**src/rtl/core/hcv_pkg.sv**
```systemverilog
// Shared types and constants for the fixed-radius circle Hough voting block.
// Used by hcv_ctrl, hcv_datapath and hough_circle_vote_fixed_radius.
package hcv_pkg;

   localparam int PIX_W      = 8;   // request row / column
   localparam int RADIUS_W   = 7;
   localparam int THRESH_W   = 16;
   localparam int DIM_W      = 9;   // image_rows / image_cols
   localparam int VOTES_W    = 16;
   localparam int CSR_IDX_W  = 2;
   localparam int CSR_DATA_W = 16;
   localparam int COORD_W    = 10;  // signed center coordinate, pixel +/- radius
   localparam int STEP_W     = 9;   // signed midpoint x / y
   localparam int ERR_W      = 12;  // signed midpoint error term

   localparam logic [CSR_IDX_W-1:0] CSR_RADIUS     = 2'd0;
   localparam logic [CSR_IDX_W-1:0] CSR_THRESHOLD  = 2'd1;
   localparam logic [CSR_IDX_W-1:0] CSR_IMAGE_ROWS = 2'd2;
   localparam logic [CSR_IDX_W-1:0] CSR_IMAGE_COLS = 2'd3;

   localparam logic [RADIUS_W-1:0] RADIUS_RESET    = 7'd64;
   localparam logic [THRESH_W-1:0] THRESHOLD_RESET = 16'd97;
   localparam logic [DIM_W-1:0]    DIM_RESET       = 9'd256;

   localparam logic KIND_VOTE = 1'b0;
   localparam logic KIND_READ = 1'b1;

   typedef enum logic [1:0] {
      ST_CLEAR,
      ST_IDLE,
      ST_WALK,
      ST_READ
   } state_type;

   typedef struct packed {
      logic load;        // capture request and start a new item
      logic clear_step;  // zero one store entry of the sweep
      logic walk_step;   // issue one circle point
      logic read_issue;  // issue the read-and-clear of one cell
   } ctrl_cmd_type;

   typedef struct packed {
      logic clear_last;  // sweep is at the final entry
      logic walk_done;   // midpoint walk has finished (x < y)
   } dp_status_type;

endpackage

```
**src/rtl/core/hcv_ctrl.sv**
```systemverilog
// Controller state machine of the circle Hough voting block.
// Depends on hcv_pkg; drives hcv_datapath through ctrl_cmd_type.
module hcv_ctrl (
   input  logic                  clock,
   input  logic                  reset,
   input  logic                  start,
   input  logic                  req_kind,
   input  hcv_pkg::dp_status_type status,
   output logic                  busy,
   output hcv_pkg::ctrl_cmd_type cmd
);
   import hcv_pkg::*;

   state_type state_ff;
   state_type state_in;

   always_ff @(posedge clock) begin
      if (reset) begin
         state_ff <= ST_CLEAR;
      end else begin
         state_ff <= state_in;
      end
   end

   always_comb begin
      state_in = state_ff;
      unique case (state_ff)
         ST_CLEAR: begin
            if (status.clear_last) state_in = ST_IDLE;
         end
         ST_IDLE: begin
            if (start) state_in = (req_kind == KIND_READ) ? ST_READ : ST_WALK;
         end
         ST_WALK: begin
            if (status.walk_done) state_in = ST_IDLE;
         end
         ST_READ: begin
            state_in = ST_IDLE;
         end
         default: begin
            state_in = ST_CLEAR;
         end
      endcase
   end

   always_comb begin
      busy = 1'b1;
      cmd  = '0;
      unique case (state_ff)
         ST_CLEAR: begin
            cmd.clear_step = 1'b1;
         end
         ST_IDLE: begin
            busy     = 1'b0;
            cmd.load = start;
         end
         ST_WALK: begin
            cmd.walk_step = ~status.walk_done;
         end
         ST_READ: begin
            cmd.read_issue = 1'b1;
         end
         default: begin
            busy = 1'b1;
         end
      endcase
   end

endmodule

```
**config.mk**
```make
export PLATFORM = sky130hd
export DESIGN_NAME = hcv_ctrl
export DESIGN_NICKNAME = d
export VERILOG_FILES = /design/src/rtl/core/hcv_pkg.sv /design/src/rtl/core/hcv_ctrl.sv
export SDC_FILE = /design/constraint.sdc
export NUM_CORES = 1
export LEC_CHECK = 0
export BUFFER_PORTS_ARGS = -buffer_cell sky130_fd_sc_hd__buf_2
export CORE_AREA = 2 2 39 41
export DETAILED_ROUTE_END_ITERATION = 12
export DIE_AREA = 0 0 41 43
export SETUP_SLACK_MARGIN = 0.15
export SYNTH_ARGS = -nofsm -noshare
export SYNTH_HDL_FRONTEND = slang
export SYNTH_SLANG_ARGS = --single-unit
export TNS_END_PERCENT = 50
```
**constraint.sdc**
```tcl
create_clock -name clock -period 1 [get_ports clock]
set_input_delay 0.1 -clock clock [delete_from_list [all_inputs] [get_ports clock]]
set_output_delay 0.1 -clock clock [all_outputs]
set_load 0.05 [all_outputs]
```
# Word level (Yosys, flattened, before mapping)
# Cells that the tools add are included.
[word_totals]
reg_bits = 2
inputBits = 6
output_inout_bits = 5
elab_cells = 20
[op_classes]
n_eq_ne = 6
n_mux = 10
bitwise = 1
n_reduce_logical = 2
[ops]
columns = ["cell", "count"]
rows = [
  ["2-bit one-hot mux with 4 select lines", 1],
  ["1-bit two-way mux", 6],
  ["2-bit two-way mux", 3],
  ["2-bit != test (second input constant)", 3],
  ["2-bit == test (second input constant)", 2],
  ["3-bit AND reduction", 1],
  ["2-bit by 1-bit == test with 1-bit output (second input constant)", 1],
  ["2-bit logical NOT", 1],
  ["1-bit NOT", 1],
]

# Depth between registers and ports, before layout
# Gate-level depths: netlist (run 1).
[logic_depth]
ltp_word = 3
mapped_depth = 2
depth_no_buf = 2

# Worst setup path after synthesis (run 1)
# No wires, ideal clock.
[synth_path]
kind = "register to register"
start = "reg state_ff[1]"
end = "reg state_ff[1]"
setup_time_ps = 61
arrival_ps = 1310
required_ps = 939
path_slack_ps = -370
stages_incl_launch_ff = 3
path_buffers = 0
synth_period_minus_slack_ps = 1370
cell_sequence = "dfxtp_1 nor3b_2 o21ba_1"
[synth_between]
elab_chain_len = 3
word_cells_on_any_way = 9
cone_classes = "6 x eq/ne; 1 x mux; 2 x reduce/logical"
[synth_rtl]
columns = ["item", "line", "text"]
rows = [
  ["start: declaration", "hcv_ctrl.sv:14", "state_type state_ff;"],
  ["start signal: assignment", "hcv_ctrl.sv:21", "state_ff <= state_in;"],
  ["2-bit == test, or another cell as far along", "hcv_ctrl.sv:27", "unique case (state_ff)"],
  ["2-bit != test (no source line)", "-", ""],
  ["3-bit AND reduction (no source line)", "-", ""],
]
# Parallel ways exist; a longest one is shown, timed or not.
# A chain may end at the register's enable or synchronous reset.

==> metrics.md, run 1 <==
| Metric | Value |
|---|---|
| Post-DP HPWL | `269 um` |
| Design Area, Final | `between 300 and 400 um2` |
| Root Buffer | `clkbuf_4` |
| Worst-Margin Slew | `approximately 170 ps` |
| Avg WL per Cell | `approximately 8 um` |
| Sw frac | `between 30 and 40%` |
| Clk_lat worst skew | `around 220 ps` |
| Layout area overhead | `150%` |
| Final period util | `107%` |
| Critical path's slowest cell | `dfxtp_4` |
| Final setup vio count | `5` |
| Initial Util | `9.22%` |
| Worst setup EP type | `output port` |
| Post-route setup slack | `-69.1 ps` |
| Full die area | `around 1800 um2` |
| Vias | `155` |
| Top reg by flops | `state_ff` |
| Biggest registers after layout | `state_ff x2` |
| Vias in the first global route | `roughly 150` |
| Initial antenna violation count | `0` |
| CTS Buf Count | `3` |
| Final hold violations | `0` |
| Fmax | `approximately 0.94 GHz` |
| Cts hold-fix bufs | `0` |
| # IOs | `11` |
| Syn nets | `18` |
| First-pass GRT wire length | `approximately 580 um` |
| Max IR drop VDD | `just under 500 uV` |
| Initial DRC Count | `3` |
| Critical path class | `register to output port` |
| Die X | `41 um` |
| Gr ovfl total | `0` |
| RSZ-0062 raised after global routing | `yes` |
| TritonRoute pass-1 iters | `2` |
| Leak | `approximately 0.16 nW` |
| Worst setup SP type | `register` |
| Flop and latch count out of synthesis | `2` |
| Clock power share | `between 40% and 50%` |
| Worst-path fanout max | `6` |
| Reg power frac | `a little under a quarter` |
| Critical path, cell by cell | `and3b_2, buf_8` |
| Min cycle time layout | `1070 ps` |
| Num Clock Sinks | `2` |
| Vias per cell | `3.37` |
| Max reg flops | `2` |
| WP buf/inv | `1` |
| Min-delay worst type | `input port to register` |
| GRT Util Overall | `5.61%` |
| Synth warnings | `0` |
| Critical Path RT | `900 ps` |
| P_int | `~0.00029 W` |
| Pwr/cell area | `about 1300 nW/um2` |
| Sw power | `0.000128 W` |
| Layout Cells excl Fill | `46` |
| Slew HR | `roughly nine tenths` |
| Cells after Synth | `12` |
| Clk buf depth | `2` |
| Nets@finish | `38` |
| Post-DRT Antenna Nets | `0` |
| Max Cap Viol | `0` |
| Antenna diodes | `0` |
| Register area share after synthesis | `31.4%` |
| PortBufs | `10` |
| Max Slew Vio Count | `0` |
| Final WL | `approximately 360 um` |
| Mapped Area | `~130 um2` |
| Syn avg cell area | `10.6 um2` |
| Netlist cell types | `11` |
| CP delay by family, top | `flip-flops` |
| Outcome | `finished, violations left` |
| Core area | `1380 um2` |
| Setup TNS | `-241 ps` |
| Clk_skew | `3.03 ps` |
| Clk slew on worst S/H paths | `~30 ps` |
| Largest net degree at the start of global routing | `7` |
| Logic pwr share | `34.7%` |
| # DRC | `0` |
| H-tree depth | `1` |
| Inst Count DP | `39` |
| Placed Area | `216 um2` |
| TritonCTS clock tree | `built` |
| Share of cells above drive strength 1 | `83.3%` |
| Row cnt | `14` |
| Critical Path AT | `between 900 and 1000 ps` |
| Critical Path Max Stage Delay | `around 340 ps` |
| Placer Congestion | `roughly 0.64` |
| Failing checks | `negative setup slack` |
| Chip height | `43 um` |
[timing repair]
action | CTS | global route
gates resized for setup | 12 | 4
pin swaps | 2 | 1
endpoints found under the setup margin | 6 | 7
buffers inserted | 3 | 1
[power by group through the flow]
stage | clock [W] | sequential [W] | combinational (W)
after floorplan | 0 | 0.0000969 | 0.0000718
after global placement | 0 | 0.0000967 | 0.000104
after detailed placement | 0 | 0.0000979 | 0.000104
after CTS | 0.000191 | 0.0000952 | 0.000130
after global routing | 0.000199 | 0.0000955 | 0.000153
final | 0.000176 | 0.0000940 | 0.000143
[metal layers]
metal  vias to the layer above  GRT usage [%]  part of all wire, %
li1                         81              -                    -
met4                         0           8.00                    0
met2                        11           5.31                   37
met3                         0           3.66                   12
met5                         -              0                    0
met1                        63           6.37                   50
[synth_stat cells]
cell / count / area [um2]
dfxtp_1: 2 / 40.0
a211oi_2: 1 / 12.5
and2_2: 1 / 7.51
and3b_1: 1 / 8.76
and4bb_1: 1 / 12.5
inv_1: 1 / 3.75
mux2i_1: 1 / 10.0
nand2b_1: 1 / 6.26
nor2_1: 1 / 3.75
nor3b_2: 1 / 12.5
o21ba_1: 1 / 10.0
[metrics by stage]
step / utilization, % / hold slack [ps] / power [W] / setup WS [ps]
final: 23.1 / 64.3 / 0.000413 / -69.1
after global routing: 23.1 / 58.5 / 0.000448 / -110
after global placement: 15.6 / 283 / 0.000201 / 24.1
after floorplan: - / 165 / 0.000169 / -113
after CTS: 21.4 / 50.9 / 0.000416 / -86.9
after detailed placement: 15.6 / 288 / 0.000202 / -4.43
[placed cells by master (no fill, tap or decap), drive strengths merged]
| master | synthesis | final |
|---|---|---|
| inv | 1 | 1 |
| and2 | 1 | 1 |
| o21ba | 1 | 1 |
| dfxtp | 2 | 2 |
| mux2i | 1 | 1 |
| nand2b | 1 | 1 |
| buf | 0 | 15 |
| nor3b | 1 | 1 |
| nor2 | 1 | 1 |
| a211oi | 1 | 1 |
| and3b | 1 | 1 |
| clkbuf | 0 | 3 |
| and4bb | 1 | 1 |
[final timing paths]
kind                                                from  slack, ps                       end  depth (start not counted)
worst max-delay path            state_ff[1]$_SDFFE_PP0P_        -70                    cmd[3]                          2
worst min-delay path                               reset         60  state_ff[0]$_SDFFE_PP0P_                          2
worst max register to register  state_ff[0]$_SDFFE_PP0P_         30  state_ff[1]$_SDFFE_PP0P_                          3
worst min register to register  state_ff[0]$_SDFFE_PP0P_        510  state_ff[0]$_SDFFE_PP0P_                          2
[layout make-up]
class                   count  area [um2]
multi-input cells           9        98.8
flip-flops and latches      2        47.5
fillers                   149        1060
repair buffers             15         126
well taps                  16        20.0
clock buffers               3        22.5
inverters                   1        3.75
[logic make-up after synthesis]
family                 count (synthesis)  synth area share (%)
buffers and inverters                  1                  2.94
AND/OR/NAND/NOR                        6                  40.2
flip-flops                             2                  31.4
multiplexers                           1                  7.84
AO/OA/AOI/OAI                          2                  17.6
No activity file was read; power rests on OpenSTA's default activity.
==> run 2: changes to the inputs <==
--- a/config.mk
+++ b/config.mk
@@ -7,9 +7,11 @@
 export LEC_CHECK = 0
 export BUFFER_PORTS_ARGS = -buffer_cell sky130_fd_sc_hd__buf_2
 export CORE_AREA = 2 2 39 41
+export CTS_CLUSTER_DIAMETER = 120
 export DETAILED_ROUTE_END_ITERATION = 12
 export DIE_AREA = 0 0 41 43
 export SETUP_SLACK_MARGIN = 0.15
+export SKIP_CTS_REPAIR_TIMING = 1
 export SYNTH_ARGS = -nofsm -noshare
 export SYNTH_HDL_FRONTEND = slang
 export SYNTH_SLANG_ARGS = --single-unit
==> run 2 against run 1 <==
- the run still ends with negative setup slack left
- critical path type unchanged
- final area is 2.4% lower
- register-to-register slack improved by 70 ps
- clock-buffer cell count stayed put
- clock skew is essentially flat
- critical path depth unchanged
- critical endpoint unchanged
- maximum frequency fell by 0.67%
- die area unchanged
- via count shrank 0.65%
- wire length unchanged
- largest power group unchanged
- sequential cell count did not move
==> metrics.md, run 2 (synthesis gave the netlist of run 1 again) <==
| Metric | Value |
|---|---|
| PortBufs | `10` |
| Critical R2R Capture | `state_ff[1]$_SDFFE_PP0P_` |
| Biggest registers after layout | `state_ff x2` |
| Vias | `around 150` |
| R2R depth | `3` |
| Core area | `roughly 1400 um2` |
| Clk_skew | `between 3 and 4 ps` |
| Pwr/cell area | `1320 nW/um2` |
| Critical path class | `register to output port` |
| Fmax | `0.929 GHz` |
| Initial DRC Count | `3` |
| Initial Util | `9.22%` |
| Clk slew on worst S/H paths | `around 30 ps` |
| Min cycle time layout | `1080 ps` |
| Failing checks | `negative setup slack` |
| Nets@finish | `37` |
| Die X | `41 um` |
| CP Capture Point | `cmd[3]` |
| Max reg flops | `2` |
| Row cnt | `14` |
| Critical Path AT | `~1000 ps` |
| Gr ovfl total | `0` |
| Antenna diodes | `0` |
| Worst-Margin Slew | `171 ps` |
| Final period util | `108%` |
| Critical Path RT | `~900 ps` |
| # DRC | `0` |
| Chip height | `43 um` |
| Max IR drop VDD | `about 460 uV` |
| Worst setup EP type | `output port` |
| Outcome | `finished, violations left` |
| Root Buffer | `clkbuf_4` |
| Min-delay worst type | `input port to register` |
| TritonRoute pass-1 iters | `2` |
| First-pass GRT wire length | `~550 um` |
| Slew HR | `between 80% and 90%` |
| Avg WL per Cell | `approximately 8.1 um` |
| Max Cap Viol | `0` |
| Setup TNS | `-250 ps` |
| Reg-to-reg startpoint | `state_ff[1]$_SDFFE_PP0P_` |
| Vias per cell | `between 3 and 4` |
| Clk buf depth | `2` |
| Clk_lat worst skew | `between 200 and 250 ps` |
| Worst setup SP type | `register` |
| Leak | `~0.15 nW` |
| Initial antenna violation count | `0` |
| TritonCTS clock tree | `built` |
| Flop2flop setup slack | `100 ps` |
| Worst Hold Margin | `approximately 65 ps` |
| Post-route setup slack | `-76.2 ps` |
| Top reg by flops | `state_ff` |
| CTS Buf Count | `3` |
| Post-DP HPWL | `269 um` |
| Placer Congestion | `about 0.64` |
| Full die area | `about 1800 um2` |
| Post-DRT Antenna Nets | `0` |
| Most frequent cells in the layout | `5 x buf_2, 4 x buf_4, 3 x clkbuf_4, 3 x buf_6` |
| Num Clock Sinks | `2` |
| Share of cells above drive strength 1 | `82.8%` |
| GRT Util Overall | `5.31%` |
| Final WL | `roughly 360 um` |
| Worst-path fanout max | `6` |
| Most common cell after layout, fill and taps aside | `buf_2` |
| Final setup vio count | `5` |
| Layout area overhead | `144%` |
| Max Slew Vio Count | `0` |
| Largest net degree at the start of global routing | `8` |
| Design Area, Final | `312 um2` |
| # IOs | `11` |
| Critical path origin | `state_ff[1]$_SDFFE_PP0P_` |
| Final hold violations | `0` |
| H-tree depth | `1` |
| RSZ-0062 raised after global routing | `yes` |
| Vias in the first global route | `136` |
| Placed Area | `between 200 and 250 um2` |
## run 2: cell types whose count changed in the layout (fill, tap and decap cells not counted)
cell   previous run  this run
buf_4             5         4
## run 2: worst min-delay path by stage
stage	startpoint	end	slack (ps)	cells past startpoint
2_1_floorplan	reset	state_ff[0]$_SDFFE_PP0P_	160	1
3_3_place_gp	reset	state_ff[0]$_SDFFE_PP0P_	280	2
3_5_place_dp	reset	state_ff[0]$_SDFFE_PP0P_	290	2
4_1_cts	reset	state_ff[0]$_SDFFE_PP0P_	50	2
5_1_grt	reset	state_ff[0]$_SDFFE_PP0P_	60	2
6_report	reset	state_ff[0]$_SDFFE_PP0P_	60	2
## run 2: worst max-delay path, stage by stage, from the launching register on
cell and delay [ps]:
dfxtp_4 340, and3b_2 260, buf_8 150
## run 2: stage by stage
step	total power, W	utilization [%]	worst slack (ps)	std cells
final	0.000410	22.5	-76.2	45
after CTS	0.000391	17.3	-245	42
after detailed placement	0.000202	15.6	-4.43	39
after floorplan	0.000169	-	-113	12
after global routing	0.000444	22.5	-127	45
after global placement	0.000201	15.6	24.1	39
## run 2: metal layers
layer / global-route usage, % / vias to the layer above / part of all wire, %
met2: 4.69 / 11 / 37
li1: - / 80 / -
met5: 0 / - / 0
met3: 3.66 / 0 / 14
met4: 8.00 / 0 / 0
met1: 6.05 / 63 / 48
## run 2: report_power, final
group          switching [W]  leakage, nW  internal (W)  total [W]
combinational      0.0000749        0.120     0.0000652   0.000140
clock              0.0000437       0.0138      0.000132   0.000176
sequential        0.00000878       0.0178     0.0000852  0.0000940
## run 2: final cells by class
type,count,area (um2)
multi-input combinational,9,98.8
sequential,2,47.5
timing repair buffer,14,119
fill,148,1070
clock buffer,3,22.5
tap,16,20.0
inverter,1,3.75
